===== src/rtl/core/mir_pkg.sv =====
// ----------------------------------------------------------------------------
// Memory image receiver package
// Protocol bytes, event kinds, status and error codes, result record.
// ----------------------------------------------------------------------------
package mir_pkg;

	localparam logic [1:0] KIND_START   = 2'd0;
	localparam logic [1:0] KIND_BYTE    = 2'd1;
	localparam logic [1:0] KIND_TIMEOUT = 2'd2;

	localparam logic [7:0] BYTE_END   = 8'h00;
	localparam logic [7:0] BYTE_BLOCK = 8'h01;
	localparam logic [7:0] BYTE_ACK   = 8'haa;
	localparam logic [7:0] BYTE_SYNC  = 8'h55;
	localparam logic [7:0] BYTE_OVER  = 8'h78;

	localparam logic [1:0] STATUS_IDLE  = 2'd0;
	localparam logic [1:0] STATUS_BUSY  = 2'd1;
	localparam logic [1:0] STATUS_DONE  = 2'd2;
	localparam logic [1:0] STATUS_ERROR = 2'd3;

	localparam logic [2:0] ERR_NONE    = 3'd0;
	localparam logic [2:0] ERR_SYNC    = 3'd1;
	localparam logic [2:0] ERR_CMD     = 3'd2;
	localparam logic [2:0] ERR_ZERO    = 3'd3;
	localparam logic [2:0] ERR_TOP     = 3'd4;
	localparam logic [2:0] ERR_TIMEOUT = 3'd5;
	localparam logic [2:0] ERR_NODATA  = 3'd6;

	localparam int OUT_DATA_BITS = 72;

	typedef struct packed {
		logic [16:0] extent_high;
		logic [15:0] extent_low;
		logic [2:0]  error_code;
		logic [1:0]  status;
		logic [7:0]  wr_data;
		logic [15:0] wr_addr;
		logic        wr_valid;
		logic [7:0]  tx_byte;
		logic        tx_valid;
	} result_t;

endpackage


===== src/rtl/core/mir_step.sv =====
// ----------------------------------------------------------------------------
// Memory image receiver protocol step
// Holds the protocol state and turns one event into one result record.
// ----------------------------------------------------------------------------
module mir_step #(
	parameter int IMAGE_BYTES = 65536
) (
	input  logic             clk,
	input  logic             arst_n,
	input  logic             step_en,
	input  logic [1:0]       kind,
	input  logic [7:0]       rx_byte,
	output mir_pkg::result_t res
);
	import mir_pkg::*;

	localparam logic [16:0] IMAGE_TOP = 17'(IMAGE_BYTES);

	typedef enum logic [9:0] {
		PH_IDLE   = 10'b0000000001,
		PH_SYNC   = 10'b0000000010,
		PH_CMD    = 10'b0000000100,
		PH_CNT_HI = 10'b0000001000,
		PH_CNT_LO = 10'b0000010000,
		PH_ADR_HI = 10'b0000100000,
		PH_ADR_LO = 10'b0001000000,
		PH_DATA   = 10'b0010000000,
		PH_DONE   = 10'b0100000000,
		PH_ERR    = 10'b1000000000
	} phase_t;

	phase_t      phase_q, phase_d;
	logic [2:0]  err_q, err_d;
	logic [15:0] count_q, count_d;
	logic [15:0] addr_q, addr_d;
	logic [15:0] wptr_q, wptr_d;
	logic [15:0] left_q, left_d;
	logic        noblk_q, noblk_d;
	logic [15:0] low_q, low_d;
	logic [16:0] high_q, high_d;

	logic [15:0] hdr_addr;
	logic [16:0] hdr_end;
	logic [16:0] blk_end;
	logic        busy;

	assign hdr_addr = {addr_q[15:8], rx_byte};
	assign hdr_end  = {1'b0, hdr_addr} + {1'b0, count_q};
	assign blk_end  = {1'b0, addr_q} + {1'b0, count_q};
	assign busy     = (phase_q != PH_IDLE) && (phase_q != PH_DONE) && (phase_q != PH_ERR);

	always_comb begin
		phase_d = phase_q;
		err_d   = err_q;
		count_d = count_q;
		addr_d  = addr_q;
		wptr_d  = wptr_q;
		left_d  = left_q;
		noblk_d = noblk_q;
		low_d   = low_q;
		high_d  = high_q;
		res     = '0;

		unique case (kind)
			KIND_START: begin
				phase_d      = PH_SYNC;
				err_d        = ERR_NONE;
				noblk_d      = 1'b1;
				low_d        = '0;
				high_d       = '0;
				res.tx_valid = 1'b1;
				res.tx_byte  = BYTE_ACK;
			end
			KIND_TIMEOUT: begin
				if (busy) begin
					phase_d = PH_ERR;
					err_d   = ERR_TIMEOUT;
				end
			end
			KIND_BYTE: begin
				unique case (phase_q)
					PH_SYNC: begin
						if (rx_byte == BYTE_SYNC) begin
							phase_d = PH_CMD;
						end else begin
							phase_d = PH_ERR;
							err_d   = ERR_SYNC;
						end
					end
					PH_CMD: begin
						priority if (rx_byte == BYTE_END) begin
							if (noblk_q) begin
								phase_d = PH_ERR;
								err_d   = ERR_NODATA;
							end else begin
								res.tx_valid = 1'b1;
								res.tx_byte  = BYTE_OVER;
								phase_d      = PH_DONE;
							end
						end else if (rx_byte == BYTE_BLOCK) begin
							res.tx_valid = 1'b1;
							res.tx_byte  = rx_byte;
							phase_d      = PH_CNT_HI;
						end else begin
							phase_d = PH_ERR;
							err_d   = ERR_CMD;
						end
					end
					PH_CNT_HI: begin
						count_d      = {rx_byte, 8'h00};
						res.tx_valid = 1'b1;
						res.tx_byte  = rx_byte;
						phase_d      = PH_CNT_LO;
					end
					PH_CNT_LO: begin
						count_d      = {count_q[15:8], rx_byte};
						res.tx_valid = 1'b1;
						res.tx_byte  = rx_byte;
						phase_d      = PH_ADR_HI;
					end
					PH_ADR_HI: begin
						addr_d       = {rx_byte, 8'h00};
						res.tx_valid = 1'b1;
						res.tx_byte  = rx_byte;
						phase_d      = PH_ADR_LO;
					end
					PH_ADR_LO: begin
						addr_d       = hdr_addr;
						res.tx_valid = 1'b1;
						res.tx_byte  = rx_byte;
						priority if (count_q == 16'd0) begin
							phase_d = PH_ERR;
							err_d   = ERR_ZERO;
						end else if (hdr_end > IMAGE_TOP) begin
							phase_d = PH_ERR;
							err_d   = ERR_TOP;
						end else begin
							wptr_d  = hdr_addr;
							left_d  = count_q;
							phase_d = PH_DATA;
						end
					end
					PH_DATA: begin
						res.wr_valid = 1'b1;
						res.wr_addr  = wptr_q;
						res.wr_data  = rx_byte;
						wptr_d       = wptr_q + 16'd1;
						left_d       = left_q - 16'd1;
						if (left_q == 16'd1) begin
							if (noblk_q || (addr_q < low_q)) begin
								low_d = addr_q;
							end
							if (noblk_q || (blk_end > high_q)) begin
								high_d = blk_end;
							end
							noblk_d      = 1'b0;
							res.tx_valid = 1'b1;
							res.tx_byte  = BYTE_ACK;
							phase_d      = PH_CMD;
						end
					end
					default: begin
					end
				endcase
			end
			default: begin
			end
		endcase

		unique case (phase_d)
			PH_IDLE: res.status = STATUS_IDLE;
			PH_DONE: res.status = STATUS_DONE;
			PH_ERR: begin
				res.status     = STATUS_ERROR;
				res.error_code = err_d;
			end
			default: res.status = STATUS_BUSY;
		endcase
		res.extent_low  = low_d;
		res.extent_high = high_d;
	end

	always_ff @(posedge clk or negedge arst_n) begin
		if (!arst_n) begin
			phase_q <= PH_IDLE;
			err_q   <= ERR_NONE;
			count_q <= '0;
			addr_q  <= '0;
			wptr_q  <= '0;
			left_q  <= '0;
			noblk_q <= 1'b1;
			low_q   <= '0;
			high_q  <= '0;
		end else if (step_en) begin
			phase_q <= phase_d;
			err_q   <= err_d;
			count_q <= count_d;
			addr_q  <= addr_d;
			wptr_q  <= wptr_d;
			left_q  <= left_d;
			noblk_q <= noblk_d;
			low_q   <= low_d;
			high_q  <= high_d;
		end
	end

endmodule


===== src/rtl/core/memory_image_receiver.sv =====
// An accepted input beat passes the input register and then the result register before its result beat shows on m_*.
// Throughput: one beat per cycle while m_tready takes the result beats; the protocol step is one update per beat.
// s_tready drops only while the input register holds a beat blocked by m_tready.
// Reset (arst_n low): idle phase, empty extents, no beats held.
// ----------------------------------------------------------------------------
// Memory image receiver
// Byte-serial image load receiver: input register, protocol step, result register.
// ----------------------------------------------------------------------------
module memory_image_receiver #(
	parameter int IMAGE_BYTES = 65536
) (
	input  logic        clk,
	input  logic        arst_n,
	input  logic        s_tvalid,
	output logic        s_tready,
	input  logic [7:0]  s_tdata,   // [7:0] rx_byte
	input  logic [1:0]  s_tuser,   // [1:0] kind
	output logic        m_tvalid,
	input  logic        m_tready,
	// [7:0] tx_byte, [23:8] wr_addr, [31:24] wr_data, [33:32] status,
	// [36:34] error_code, [52:37] extent_low, [69:53] extent_high, [71:70] zero
	output logic [mir_pkg::OUT_DATA_BITS-1:0] m_tdata,
	output logic [1:0]  m_tuser    // [0] tx_valid, [1] wr_valid
);
	import mir_pkg::*;

	logic       valid_s1;
	logic [7:0] byte_s1;
	logic [1:0] kind_s1;
	logic       advance;
	logic       out_valid_q;
	result_t    res;
	result_t    res_q;

	assign advance  = valid_s1 && (!out_valid_q || m_tready);
	assign s_tready = !valid_s1 || advance;

	always_ff @(posedge clk or negedge arst_n) begin
		if (!arst_n) begin
			valid_s1 <= 1'b0;
		end else if (s_tready) begin
			valid_s1 <= s_tvalid;
		end
	end

	always_ff @(posedge clk) begin
		if (s_tready && s_tvalid) begin
			byte_s1 <= s_tdata;
			kind_s1 <= s_tuser;
		end
	end

	mir_step #(
		.IMAGE_BYTES(IMAGE_BYTES)
	) u_step (
		.clk     (clk),
		.arst_n  (arst_n),
		.step_en (advance),
		.kind    (kind_s1),
		.rx_byte (byte_s1),
		.res     (res)
	);

	always_ff @(posedge clk or negedge arst_n) begin
		if (!arst_n) begin
			out_valid_q <= 1'b0;
		end else if (advance) begin
			out_valid_q <= 1'b1;
		end else if (m_tready) begin
			out_valid_q <= 1'b0;
		end
	end

	always_ff @(posedge clk) begin
		if (advance) begin
			res_q <= res;
		end
	end

	assign m_tvalid = out_valid_q;
	assign m_tuser  = {res_q.wr_valid, res_q.tx_valid};
	assign m_tdata  = {2'b00, res_q.extent_high, res_q.extent_low, res_q.error_code,
		res_q.status, res_q.wr_data, res_q.wr_addr, res_q.tx_byte};

endmodule


===== config.mk =====
export PLATFORM = sky130hd
export DESIGN_NAME = memory_image_receiver
export DESIGN_NICKNAME = d
export VERILOG_FILES = /design/src/rtl/core/mir_pkg.sv /design/src/rtl/core/mir_step.sv /design/src/rtl/core/memory_image_receiver.sv
export SDC_FILE = /design/constraint.sdc
export NUM_CORES = 1
export LEC_CHECK = 0
export BUFFER_PORTS_ARGS = -buffer_cell sky130_fd_sc_hd__buf_2
export CAP_MARGIN = 5
export CORE_UTILIZATION = 50
export CTS_CLUSTER_SIZE = 30
export DETAILED_ROUTE_END_ITERATION = 8
export HOLD_SLACK_MARGIN = 0.02
export MAX_ROUTING_LAYER = met4
export PLACE_DENSITY = 0.71
export SYNTH_ARGS = -nofsm -noshare
export SYNTH_HDL_FRONTEND = slang
export SYNTH_HIERARCHICAL = 1
export SYNTH_SLANG_ARGS = --single-unit

===== constraint.sdc =====
create_clock -name clk -period 5 [get_ports clk]
set_clock_uncertainty 0.15 [all_clocks]
set_input_delay 1 -clock clk [delete_from_list [all_inputs] [get_ports clk]]
set_output_delay 1 -clock clk [all_outputs]
set_load 0.01 [all_outputs]

==> results.yml <==
power:
  powerDensity_nw_per_um2: 265
  seqPwrFrac_pct: 50.8
  p_total_uw: 3510
  peakVddDrop_v: 0.000213
  p_sw_share_pct: 26.8
  leakage_uw: 0.00578
  intPower_uw: 2570
  p_switching_uw: 941
  combinationalPowerShare_pct: 10.0
  clockPowerShare_pct: 39.1
die:
  die_h_um: 156
  die_area_sq_um: 24200
  pin_count: 90
  core_area_sq_um: 22900
  num_rows: 55
  die_x_um: 156
  initial_utilization_pct: 51.5
yosys:
  synth-seq-cells: 195
  synth_seq_area_share_pct: 44.8
  yosysWarnings: 6
  yosys.area_share.adder_pct: 6.59
  synth_mux_area_share_pct: 1.70
  syn_area_sq_um: 11800
  syn_inst: 1242
  synth-xor-area-share_pct: 1.78
  synthDistinctLibCells: 79
  syn_area_per_cell_sq_um: 9.50
  synthArstFlopShare_pct: 57.9
  synth_compound_area_share_pct: 23.3
  synth_top_family_by_area: "compound AO/OA/AOI/OAI gates"
  synth_edf_count: 82
  synth_top_flop_cell: "dfrtp_1"
  synthSimpleGateAreaFrac_pct: 16.6
setup_path:
  cp-endpoint: "m_tdata[55]"
  crit_cells: 20
  path_buf_inv: 0
  critPathLaunchType: "flop"
  rr_worst_depth: 20
  cp-startpoint: "u_step/count_q[0]"
  path_class: "reg -> reg"
  cp_slowest_cell: "a2111o_1"
  path_delay_family: "compound AO/OA/AOI/OAI gates"
  crit_arrival_ns: 4.82
  rrSetupSlack_ns: 0.23
  crit_chain: "ha_1, fa_2, a21o_1, a21oi_2, o21bai_1, a2111o_1, a31o_2, a21oi_2, o21ai_0, xnor2_1, ha_1, a21o_1, a21o_1, a211o_1, a21oi_2, nor2_1, o21ai_0, nand2b_4, o21ai_0, a22o_1"
  worstPathMaxFanout: 6
  r2r-start: "u_step/count_q[0]"
  critPathCaptureType: "flop"
  slowest_delay_ns: 0.43
  required_ns: 5.05
  reg2reg_to: "m_tdata[55]"
final_layout:
  regArea_sq_um: 5290
  insertedDiodeCount: 0
  instances_no_fill: 1643
  final_common_cell: "nand2_1"
  nNetsFinal: 1392
  multi_input_area_sq_um: 5940
  postLayoutCellArea_sq_um: 13300
  layout_common_cells: "nand2_1 (112), dfrtp_1 (111), buf_2 (87)"
  drive_above_1_share_pct: 16.5
  syn_to_final_growth_pct: 12.5
  fill_cells: 2031
hold_path:
  hold_path_class: "reg -> reg"
clock_tree:
  cts_buffers: 17
  numClockSinks: 195
  cts_hold_buffers: 0
  clk_pin_slew_ns: 0.08
  root_buffer: "clkbuf_16"
  insertion_delay_ns: 0.44
  tritoncts: "yes"
  cts_max_level: 4
  clk_path_buf_depth: 2
route:
  wl_met1_um: 14900
  avgRoutedWirePerCell_um: 20.2
  drc: 0
  drt_wl_total_um: 33200
  vias_per_cell: 6.23
  drt_iter0_drc: 778
  dr_wl_met2_um: 15000
  ant_nets: 0
  vias: 10200
  maxUsedRoutingLayer: "met4"
  drtPass1Iterations: 6
  route.met3.wl_um: 2420
placed_design:
  portBuffers: 87
  hpwlAfterDp_um: 23300
  globalplace.congestion: 0.989
  placed_cell_area_sq_um: 12600
  dp_cells: 1607
sta:
  hold_violations: 0
  whs_ns: 0.338
  finalSetupViolCount: 0
  fin_setup_tns_ns: 0
  slew_headroom_pct: 32.8
  post-route-min-period_ns: 4.77
  min_period_over_period_pct: 95.4
  fmax_mhz: 210
  tightest_slew_ns: 1.01
  slew_viol_final: 0
grt:
  grt_pass1_vias: 9413
  grt_use_total_pct: 28.7
  antenna_found_initial: 0
  grt_pass1_wl_um: 52000
  grt_overflow_total: 0
  grt_max_degree: 81
job:
  cap_viol_max_count: 0
status:
  status: "completed"
-- layout make-up --
cell class / count / area share, %
Multi-Input combinational cell: 897 / 44.8
Sequential cell: 195 / 39.9
Timing Repair Buffer: 134 / 5.99
Clock buffer: 20 / 3.36
Tap cell: 313 / 2.95
Inverter: 72 / 2.04
Clock inverter: 12 / 1.03
-- logic make-up (layout without fill, tap and decap cells) --
kind of cell	count (synthesis)	in the layout
AO/OA/AOI/OAI	405	405
AND/OR/NAND/NOR	387	387
flip-flops	195	195
buffers and inverters	151	238
adder cells (fa/ha/maj)	61	61
XOR/XNOR	24	24
multiplexers	18	18
other	1	2
-- worst register-to-register path, stage by stage, from the launching register on --
cell and delay, ns:
dfrtp_1 0.38, ha_1 0.23, fa_2 0.36, a21o_1 0.18, a21oi_2 0.18, o21bai_1 0.10, a2111o_1 0.43, a31o_2 0.25
a21oi_2 0.14, o21ai_0 0.11, xnor2_1 0.23, ha_1 0.27, a21o_1 0.18, a21o_1 0.20, a211o_1 0.32, a21oi_2 0.16
nor2_1 0.06, o21ai_0 0.11, nand2b_4 0.22, o21ai_0 0.12, a22o_1 0.19
-- metal layers --
metal | vias up | track usage, %
met4 | 0 | 9.80
met2 | 468 | 43.0
met1 | 4901 | 39.8
met5 | - | -
met3 | 63 | 4.11
li1 | 4809 | -
-- metrics by stage --
stage / util [%] / worst slack, ns
final: 57.9 / 0.228
after global routing: 57.9 / -0.0212
after CTS: 57.6 / 0.0397
after detailed placement: 55.1 / -0.0633
after global placement: 55.1 / 0.0700
after floorplan: - / 0.0922
-- power groups by stage --
stage | Combinational [uW] | Clock [uW] | Sequential, uW
3_5_place_dp | 347 | 0 | 1820
3_3_place_gp | 343 | 0 | 1820
2_1_floorplan | 201 | 0 | 1820
4_1_cts | 349 | 1390 | 1780
5_1_grt | 385 | 1450 | 1790
6_report | 353 | 1380 | 1790
-- cells in the mapped netlist (31+ instances only) --
library cell  count  area, sq um
nand2_1         112          420
dfrtp_1         111         2780
a21oi_1          84          420
edfxtp_1         82         2460
inv_1            70          263
o21ai_0          69          345
nor2_1           64          240
clkbuf_1         61          229
ha_1             59          738
nand3_1          47          235
a22o_1           42          368
o22ai_1          32          200
and3_1           31          194
-- worst min path at each step --
stage	startpoint	end	depth (start not counted)
after floorplan	u_step/high_q[11]	u_step/high_q[11]	2
after global placement	u_step/high_q[11]	u_step/high_q[11]	2
after detailed placement	u_step/high_q[11]	u_step/high_q[11]	2
after CTS	u_step/high_q[11]	u_step/high_q[11]	2
after global routing	u_step/high_q[11]	u_step/high_q[11]	2
final	u_step/high_q[11]	u_step/high_q[11]	2
-- flip-flops by register name, summed over array words and instances, names as in the netlist --
name,flops
u_step/phase_q,10
u_step/addr_q,16
m_tuser,2
u_step/noblk_q,1
m_tdata,70
m_tvalid,1
u_step/err_q,3
valid_s1,1
byte_s1,8
u_step/wptr_q,16
u_step/count_q,16
u_step/left_q,16
kind_s1,2
u_step/high_q,17
u_step/low_q,16
-- repair_timing --
item / 4_1_cts / 5_1_grt
gates cloned: 0 / 1
endpoints found under the hold margin: 0 / 0
endpoints found under the setup margin: 12 / 34
buffers inserted: 0 / 3
pin swaps: 0 / 2
gates resized for setup: 1 / 11
(Power assumes the default switching activity.)
